**src/design/mi4_pkg.sv**
```systemverilog
// ----------------------------------------------------------------------------
// mi4_pkg: shared types, constants and helpers for the 4x4 matrix inverter
// Holds the controller/datapath command and status structs, the wide
// saturating add/subtract and the 3x3 minor address helpers.
// ----------------------------------------------------------------------------
package mi4_pkg;

    localparam int DATA_WIDTH_DEF = 32;
    localparam int FRAC_BITS_DEF  = 16;
    localparam int WIDE           = 64;

    localparam logic signed [WIDE-1:0] WIDE_MAX = {1'b0, {(WIDE-1){1'b1}}};
    localparam logic signed [WIDE-1:0] WIDE_MIN = {1'b1, {(WIDE-1){1'b0}}};

    // which part of the run the datapath works on
    typedef enum logic [1:0] {
        PH_COF = 2'd0,
        PH_DET = 2'd1,
        PH_OUT = 2'd2
    } phase_t;

    // what the datapath does with a finished product during cofactor work
    typedef enum logic [2:0] {
        POST_P     = 3'd0,
        POST_D     = 3'd1,
        POST_T_SET = 3'd2,
        POST_T_SUB = 3'd3,
        POST_T_ADD = 3'd4
    } post_t;

    typedef struct packed {
        phase_t     phase;
        logic [3:0] idx;
        logic [3:0] mstep;
        logic       load_wr;
        logic       mul_start;
        logic       post;
        logic       cof_wr;
        logic       det_clr;
        logic       div_init;
        logic       div_run;
        logic       out_load;
    } cmd_t;

    typedef struct packed {
        logic mul_done;
        logic det_zero;
        logic div_last;
    } status_t;

    typedef struct packed {
        logic                   sat;
        logic signed [WIDE-1:0] value;
    } sat_val_t;

    // operand positions inside the 3x3 minor for one product step
    typedef struct packed {
        logic [1:0] ia;
        logic [1:0] ja;
        logic [1:0] ib;
        logic [1:0] jb;
        logic       b_is_d;
        post_t      post;
    } step_info_t;

    localparam logic [3:0] LAST_MSTEP = 4'd8;

    // saturating add or subtract on wide signed values
    function automatic sat_val_t sat_addsub(input logic signed [WIDE-1:0] a,
                                            input logic signed [WIDE-1:0] b,
                                            input logic sub);
        logic [WIDE:0] s;
        sat_val_t      r;
        if (sub) begin
            s = {a[WIDE-1], a} - {b[WIDE-1], b};
        end else begin
            s = {a[WIDE-1], a} + {b[WIDE-1], b};
        end
        r.sat   = s[WIDE] != s[WIDE-1];
        r.value = r.sat ? (s[WIDE] ? WIDE_MIN : WIDE_MAX) : s[WIDE-1:0];
        return r;
    endfunction

    // flat index of minor element (i, j) of the cofactor at (r, c)
    function automatic logic [3:0] minor_addr(input logic [1:0] r, input logic [1:0] c,
                                              input logic [1:0] i, input logic [1:0] j);
        logic [1:0] row;
        logic [1:0] col;
        row = (i >= r) ? i + 2'd1 : i;
        col = (j >= c) ? j + 2'd1 : j;
        return {row, col};
    endfunction

    // expansion of one 3x3 determinant along its first row, nine products
    function automatic step_info_t step_info(input logic [3:0] ms);
        step_info_t s;
        s = '{ia: 2'd0, ja: 2'd0, ib: 2'd0, jb: 2'd0, b_is_d: 1'b0, post: POST_P};
        unique case (ms)
            4'd0:    s = '{2'd1, 2'd1, 2'd2, 2'd2, 1'b0, POST_P};
            4'd1:    s = '{2'd1, 2'd2, 2'd2, 2'd1, 1'b0, POST_D};
            4'd2:    s = '{2'd0, 2'd0, 2'd0, 2'd0, 1'b1, POST_T_SET};
            4'd3:    s = '{2'd1, 2'd0, 2'd2, 2'd2, 1'b0, POST_P};
            4'd4:    s = '{2'd1, 2'd2, 2'd2, 2'd0, 1'b0, POST_D};
            4'd5:    s = '{2'd0, 2'd1, 2'd0, 2'd0, 1'b1, POST_T_SUB};
            4'd6:    s = '{2'd1, 2'd0, 2'd2, 2'd1, 1'b0, POST_P};
            4'd7:    s = '{2'd1, 2'd1, 2'd2, 2'd0, 1'b0, POST_D};
            4'd8:    s = '{2'd0, 2'd2, 2'd0, 2'd0, 1'b1, POST_T_ADD};
            default: s = '{2'd0, 2'd0, 2'd0, 2'd0, 1'b0, POST_P};
        endcase
        return s;
    endfunction

endpackage

```
**src/design/mi4_ctrl.sv**
```systemverilog
// ----------------------------------------------------------------------------
// mi4_ctrl: sequencer of the matrix inverter
// Steps through loading, the sixteen cofactors, the determinant, the
// reciprocal and the sixteen result items.
// ----------------------------------------------------------------------------
module mi4_ctrl (
    input  logic             aclk,
    input  logic             aresetn,
    input  logic             s_valid,
    output logic             s_ready,
    output logic             m_valid,
    input  logic             m_ready,
    input  mi4_pkg::status_t status,
    output mi4_pkg::cmd_t    cmd
);
    import mi4_pkg::*;

    typedef enum logic [13:0] {
        S_LOAD     = 14'b00000000000001,
        S_COF_RD   = 14'b00000000000010,
        S_COF_MUL  = 14'b00000000000100,
        S_COF_WAIT = 14'b00000000001000,
        S_COF_WR   = 14'b00000000010000,
        S_DET_RD   = 14'b00000000100000,
        S_DET_MUL  = 14'b00000001000000,
        S_DET_WAIT = 14'b00000010000000,
        S_DIV_INIT = 14'b00000100000000,
        S_DIV_RUN  = 14'b00001000000000,
        S_OUT_RD   = 14'b00010000000000,
        S_OUT_MUL  = 14'b00100000000000,
        S_OUT_WAIT = 14'b01000000000000,
        S_OUT_HOLD = 14'b10000000000000
    } state_t;

    state_t     state_reg, state_next;
    logic [3:0] idx_reg, idx_next;
    logic [3:0] mstep_reg, mstep_next;

    // advance the sequence
    always_comb begin
        state_next = state_reg;
        idx_next   = idx_reg;
        mstep_next = mstep_reg;
        cmd           = '0;
        cmd.phase     = PH_COF;
        cmd.idx       = idx_reg;
        cmd.mstep     = mstep_reg;
        unique case (state_reg)
            S_LOAD: begin
                if (s_valid) begin
                    cmd.load_wr = 1'b1;
                    idx_next    = idx_reg + 4'd1;
                    if (idx_reg == 4'd15) begin
                        mstep_next = '0;
                        state_next = S_COF_RD;
                    end
                end
            end
            S_COF_RD: begin
                state_next = S_COF_MUL;
            end
            S_COF_MUL: begin
                cmd.mul_start = 1'b1;
                state_next    = S_COF_WAIT;
            end
            S_COF_WAIT: begin
                if (status.mul_done) begin
                    cmd.post = 1'b1;
                    if (mstep_reg == LAST_MSTEP) begin
                        state_next = S_COF_WR;
                    end else begin
                        mstep_next = mstep_reg + 4'd1;
                        state_next = S_COF_RD;
                    end
                end
            end
            S_COF_WR: begin
                cmd.cof_wr = 1'b1;
                mstep_next = '0;
                idx_next   = idx_reg + 4'd1;
                if (idx_reg == 4'd15) begin
                    cmd.det_clr = 1'b1;
                    state_next  = S_DET_RD;
                end else begin
                    state_next = S_COF_RD;
                end
            end
            S_DET_RD: begin
                cmd.phase  = PH_DET;
                state_next = S_DET_MUL;
            end
            S_DET_MUL: begin
                cmd.phase     = PH_DET;
                cmd.mul_start = 1'b1;
                state_next    = S_DET_WAIT;
            end
            S_DET_WAIT: begin
                cmd.phase = PH_DET;
                if (status.mul_done) begin
                    cmd.post = 1'b1;
                    if (idx_reg == 4'd3) begin
                        idx_next   = '0;
                        state_next = S_DIV_INIT;
                    end else begin
                        idx_next   = idx_reg + 4'd1;
                        state_next = S_DET_RD;
                    end
                end
            end
            S_DIV_INIT: begin
                cmd.phase    = PH_OUT;
                cmd.div_init = 1'b1;
                state_next   = status.det_zero ? S_OUT_RD : S_DIV_RUN;
            end
            S_DIV_RUN: begin
                cmd.phase   = PH_OUT;
                cmd.div_run = 1'b1;
                if (status.div_last) begin
                    state_next = S_OUT_RD;
                end
            end
            S_OUT_RD: begin
                cmd.phase  = PH_OUT;
                state_next = S_OUT_MUL;
            end
            S_OUT_MUL: begin
                cmd.phase     = PH_OUT;
                cmd.mul_start = 1'b1;
                state_next    = S_OUT_WAIT;
            end
            S_OUT_WAIT: begin
                cmd.phase = PH_OUT;
                if (status.mul_done) begin
                    cmd.out_load = 1'b1;
                    state_next   = S_OUT_HOLD;
                end
            end
            S_OUT_HOLD: begin
                cmd.phase = PH_OUT;
                if (m_ready) begin
                    idx_next   = idx_reg + 4'd1;
                    state_next = (idx_reg == 4'd15) ? S_LOAD : S_OUT_RD;
                end
            end
            default: begin
                state_next = S_LOAD;
            end
        endcase
    end

    always_ff @(posedge aclk) begin
        if (!aresetn) begin
            state_reg <= S_LOAD;
            idx_reg   <= '0;
            mstep_reg <= '0;
        end else begin
            state_reg <= state_next;
            idx_reg   <= idx_next;
            mstep_reg <= mstep_next;
        end
    end

    assign s_ready = state_reg == S_LOAD;
    assign m_valid = state_reg == S_OUT_HOLD;

    // input and result sides are never open together
    a_no_overlap: assert property (@(posedge aclk) disable iff (!aresetn)
        !(s_ready && m_valid))
        else $error("input and result channels open together");

    // a product only finishes while a wait state expects it
    a_done_in_wait: assert property (@(posedge aclk) disable iff (!aresetn)
        status.mul_done |-> (state_reg == S_COF_WAIT || state_reg == S_DET_WAIT ||
                             state_reg == S_OUT_WAIT))
        else $error("multiplier finished outside a wait state");

    // the sixteenth item taken in a load starts the cofactor work
    a_load_to_cof: assert property (@(posedge aclk) disable iff (!aresetn)
        (s_valid && s_ready && idx_reg == 4'd15) |=> (state_reg == S_COF_RD &&
                                                      idx_reg == 4'd0))
        else $error("run did not start after sixteenth item");

    // the last result item returns to loading
    a_out_to_load: assert property (@(posedge aclk) disable iff (!aresetn)
        (m_valid && m_ready && idx_reg == 4'd15) |=> s_ready)
        else $error("block did not return to loading after last item");

endmodule
```
**config.mk**
```make
export PLATFORM = sky130hd
export DESIGN_NAME = mi4_ctrl
export DESIGN_NICKNAME = d
export VERILOG_FILES = /design/src/design/mi4_pkg.sv /design/src/design/mi4_ctrl.sv
export SDC_FILE = /design/constraint.sdc
export NUM_CORES = 1
export LEC_CHECK = 0
export BUFFER_PORTS_ARGS = -buffer_cell sky130_fd_sc_hd__buf_2
export CAP_MARGIN = 20
export CORE_MARGIN = 3
export CORE_UTILIZATION = 35
export CTS_CLUSTER_SIZE = 30
export DETAILED_ROUTE_END_ITERATION = 7
export PLACE_DENSITY = 0.64
export SLEW_MARGIN = 20
export SYNTH_ARGS = -nofsm -noshare
export SYNTH_HDL_FRONTEND = slang
export SYNTH_SLANG_ARGS = --single-unit
```
**constraint.sdc**
```tcl
create_clock -name aclk -period 2.6 [get_ports aclk]
set_clock_uncertainty 0.1 [all_clocks]
set_input_delay 0.13 -clock aclk [delete_from_list [all_inputs] [get_ports aclk]]
set_output_delay 0.13 -clock aclk [all_outputs]
set_load 0.01 [all_outputs]
```
# --- Word-level counts from Yosys, hierarchy flattened ---
# Cells that the tools add are included.
totals:
  regBits: 22
  input_bits: 7
  elab_cells: 73
classes:
  add_sub_neg: 2
  eq_ne: 25
  n_mux: 34
  n_reduce_logical: 9
op_table:
  columns: ["operator", "n"]
  rows:
  - ["14-bit one-hot mux with 14 select lines", 1]
  - ["14-bit 2-to-1 mux", 7]
  - ["4-bit 2-to-1 mux", 8]
  - ["11-bit 2-to-1 mux", 2]
  - ["4-bit one-hot mux with 4 select lines", 1]
  - ["14-bit by 1-bit == test with 1-bit output, second input constant", 1]
  - ["14-bit by 10-bit == test with 1-bit output, second input constant", 1]
  - ["14-bit by 11-bit == test with 1-bit output, second input constant", 1]
  - ["14-bit by 12-bit == test with 1-bit output, second input constant", 1]
  - ["14-bit by 13-bit == test with 1-bit output, second input constant", 1]
  - ["14-bit == test, second input constant", 1]
  - ["14-bit by 2-bit == test with 1-bit output, second input constant", 1]
  - ["14-bit by 3-bit == test with 1-bit output, second input constant", 1]
  - ["14-bit by 4-bit == test with 1-bit output, second input constant", 1]
  - ["14-bit by 5-bit == test with 1-bit output, second input constant", 1]
  - ["14-bit by 6-bit == test with 1-bit output, second input constant", 1]
  - ["14-bit by 7-bit == test with 1-bit output, second input constant", 1]
  - ["14-bit by 8-bit == test with 1-bit output, second input constant", 1]
  - ["14-bit by 9-bit == test with 1-bit output, second input constant", 1]
  - ["2-bit inequality test, second input constant", 6]
  - ["4-bit one-hot mux with 3 select lines", 1]
  - ["1-bit 2-to-1 mux", 9]
  - ["9-bit 2-to-1 mux", 1]
  - ["4-bit by 1-bit adder with 4-bit output, second input constant", 2]
  - ["15 further kinds", 18]

# --- Depth between registers and ports, before layout ---
depth:
  depth_word: 4
  depth_mapped: 9
  mapped_depth_nobuf: 8

# --- Worst setup path after synthesis ---
# No wires, ideal clock.
synth_path:
  path_kind: "register to register"
  startpoint: "register state_reg[1]"
  endpoint: "register idx_reg[2]"
  setup_time_ns: 0.070
  arrival_time_ns: 2.421
  required_ns: 2.430
  path_slack_ns: 0.009
  stages_incl_launch_ff: 9
  synth_period_minus_slack_ns: 2.591
  cell_sequence: "dfxtp_1 -> buf_6 -> or4_4 -> or3_1 -> buf_6 -> o221ai_2 -> o221ai_2 -> or4_1 -> a21oi_1"
synth_between:
  elab_chain_len: 3
synth_rtl:
  columns: ["element", "line_no", "rtl"]
  rows:
  - ["start, declared", "mi4_ctrl.sv:35", "state_t state_reg, state_next;"]
  - ["start signal, assigned", "mi4_ctrl.sv:157", "state_reg <= state_next;"]
  - ["14-bit by 1-bit == test with 1-bit output, or another cell as far along", "mi4_ctrl.sv:48", "unique case (state_reg)"]
  - ["4-bit nonzero test (no source line), or another cell as far along", null, null]
  - ["4-bit AND reduction (no source line)", null, null]
  - ["end signal, assigned", "mi4_ctrl.sv:158", "idx_reg <= idx_next;"]
  - ["end, declared", "mi4_ctrl.sv:36", "logic [3:0] idx_reg, idx_next;"]
# Parallel ways exist; a longest one is shown, timed or not.
# A chain may end at the register's enable or synchronous reset.

==> flow_results.org <==
** Outcome
- The flow ran to the end, and the final reports show no timing, DRC or antenna violations.

** STA
- Fmax achieved :: 401 MHz
- Max-slew violation count :: 0
- Slew at the pin with the worst max-slew slack :: 636 ps
- Total negative slack :: 0 ps
- Hold Vio Cnt, Final :: 0
- Setup repair after global routing left no endpoint under its margin.
- Setup slack after layout :: 104 ps
- Final critical-path share of the clock period :: 0.960
- Setup violators final :: 0
- Tmin final :: 2500 ps
- Slew headroom :: 0.572

** Placed design
- Post-placement cell area :: 1700 sq um
- Setup Slack @ Placement :: 157 ps
- Routability-driven placement finished with a final weighted congestion of 0.899.
- Quantity of I/O buffers inserted on ports :: 26
- Cells after DPL :: 271
- HPWL after DPL :: 3030 um

** CTS
- After clock tree synthesis, the setup repair step added 0 buffers.
- Clock Tree Buf Depth :: 2
- Clock insertion delay at the later pin of the skew report :: 260 ps
- Quantity of hold-fixing buffers added after cts :: 0
- CTS sink cnt :: 22
- TritonCTS created 3 clock buffers.
- CTS tree :: done
- Clock slew seen by the registers of the worst setup and hold paths :: 80 ps
- In this run the number of H-tree levels came out at 1.
- Resized Gates After CTS :: 0
- Clock tree synthesis selected as its root buffer the cell clkbuf_8.

** Floorplan
- Die Span X :: 72.5 um
- During I/O placement, the number of pins put on the boundary was 27.
- Area of the core :: 4140 sq um
- Initial core utilization :: 0.373
- Row generation in the floorplan step produced 23 rows.
- The die is 72.5 um tall.
- The die covers 5260 sq um.

** Cells and area
- Relative to the synthesized area, the layout overhead comes to 12.7%.
- In the layout the commonest cells are buf_2, dfxtp_1, nand2_1, nor2_1, buf_4.
- In the final design database the tool counted 236 nets.
- The library cell used most frequently in the layout, excluding fill and tap cells, is buf_2.
- Number of flip-flops under the largest register name :: 14
- Final Instance Count excl. Fillers :: 274
- Once layout is done, the placed cells without fillers occupy 1740 sq um.
- The layout has 444 filler cells.
- Share of post-route cells with drive strength above 1 :: 0.246
- Ant. Diodes :: 0

** GRT
- Number of antenna violations at the first check in global routing :: 0
- Remaining global-route overflow :: 0
- Maximum number of pins on one net before global-route repair :: 12
- Vias in the first global route :: 1353
- All-Layer GR Usage :: 0.156
- The first global-routing pass estimated 6490 um of wire.

** Min path
- Class of the tightest hold or removal check :: input pin to flop
- Cell depth of the worst min-delay path :: 3

** Routing
- Before antenna repair, the detailed router went through 4 iterations.
- Avg Vias per Cell :: 5.69
- Detail Route Antenna Nets :: 0
- The routed design has 3940 um of wire.
- The routed layout has 1559 vias.
- Routed wirelength normalized by instance count :: 14.4 um
- The detailed router finished its first iteration with 95 violations.
- Residual DRC :: 0

** Critical path
- Chain of cells forming the critical path :: or4_4, or3_1, buf_4, nor4_1, buf_2
- For the worst flop-to-flop path, the logic depth is 6.
- Classification of the worst setup path :: flop to primary output
- Worst endpoint data arrival time :: 2270 ps
- CP peak stage delay :: 570 ps
- Type of destination of the critical path :: primary output
- The worst setup path is launched from a flop.
- The largest individual stage delay along the critical path comes from the cell or4_4.
- Data on the critical path is required at its endpoint by 2370 ps.
- Highest net fanout along the worst path :: 5

** Yosys
- Counting distinct cell types in the post-synthesis netlist gives 50.
- Mapped Nets :: 204
- Sorting the synthesized cells by area gives the leading types as dfxtp_1, nor4_1, nand2_1.
- Total of warnings raised by yosys :: 0
- Dominant synthesized flop cell :: dfxtp_1
- Flops & latches, synth :: 22
- Of the post-synthesis cell area, the dominant cell type holds 0.285.
- Cell area after technology mapping :: 1550 sq um
- Counting flops with an async set or reset pin after synthesis yields a share of 0.
- Number of enable flip-flop cells after synthesis :: 0
- Synthesized netlist cell count :: 194
- Of the synthesized area, sequential elements account for 0.285.
- The largest total area in the synthesized netlist belongs to dfxtp_1.
- Per-instance average area after synthesis :: 7.98 sq um

** Power and ir drop
- Power spread over the standard cell area amounts to 378 nW/um^2.
- For this design the static power due to leakage is 0.710 nW.
- Summing internal, switching and leakage power gives 659 uW.
- Worst-case vdd ir drop :: 208 uV

** Job
- Across the run, the number of max-cap violations was 0.
-- logic make-up after synthesis --
group           count (synthesis)  share of synthesized area
mux                             1                    0.00647
buf+inv                        21                      0.112
simple gates                  103                      0.376
xor+xnor                        5                     0.0283
compound gates                 39                      0.169
flops                          22                      0.285
fa+ha+maj                       3                     0.0243
-- per-layer routing --
layer  part of all wire  global-route usage  up-vias
met4              0.013              0.0574        0
met1               0.47               0.226      710
met5                  0                   0        -
met2               0.44               0.235       61
li1                   -                   -      784
met3              0.071              0.0222        4
-- cells in the mapped netlist (3+ instances only) --
| library cell | n |
|---|---|
| a21oi_1 | 11 |
| and3_1 | 5 |
| buf_6 | 5 |
| dfxtp_1 | 22 |
| ha_1 | 3 |
| inv_1 | 8 |
| nand2_1 | 18 |
| nand3_1 | 9 |
| nand4_1 | 4 |
| nor2_1 | 16 |
| nor3_1 | 9 |
| nor4_1 | 11 |
| nor4b_1 | 5 |
| o211ai_1 | 3 |
| o21ai_0 | 10 |
| or2_2 | 3 |
| or3_1 | 6 |
| or4_1 | 3 |
| xnor2_1 | 3 |
-- worst max-delay path, delay by kind of cell, from the launching register on --
| family | cells | cell delay, ps |
|---|---|---|
| buf+inv | 2 | 380 |
| flops | 1 | 310 |
| simple gates | 3 | 1320 |
-- worst paths after layout --
check,start,endpoint,slack (ps)
min reg2reg,mstep_reg[3],mstep_reg[3],410
max reg2reg,state_reg[0],state_reg[4],120
min,status[1],state_reg[10],60
max,state_reg[0],cmd[1],100
-- per-stage QoR --
| step | util | hold slack, ps |
|---|---|---|
| floorplan | - | 190 |
| global placement | 0.411 | 335 |
| detailed placement | 0.411 | 331 |
| CTS | 0.421 | 55.7 |
| global route | 0.421 | 77.4 |
| finish | 0.421 | 60.5 |
-- final cells by class --
class                           instances  area, sq um  share of cell area
Clock buffer                            3         41.3              0.0237
Inverter                                8         30.0              0.0172
Multi-Input combinational cell        151          935               0.536
Sequential cell                        22          440               0.253
Tap cell                               50         62.6              0.0359
Timing Repair Buffer                   40          235               0.135
-- report_power, final --
group / internal, mW / total (mW) / switching (mW) / leakage (nW)
combinational: 0.0417 / 0.0977 / 0.0560 / 0.511
sequential: 0.343 / 0.350 / 0.00666 / 0.178
clock: 0.103 / 0.211 / 0.108 / 0.0216
(Power assumes the default switching activity.)
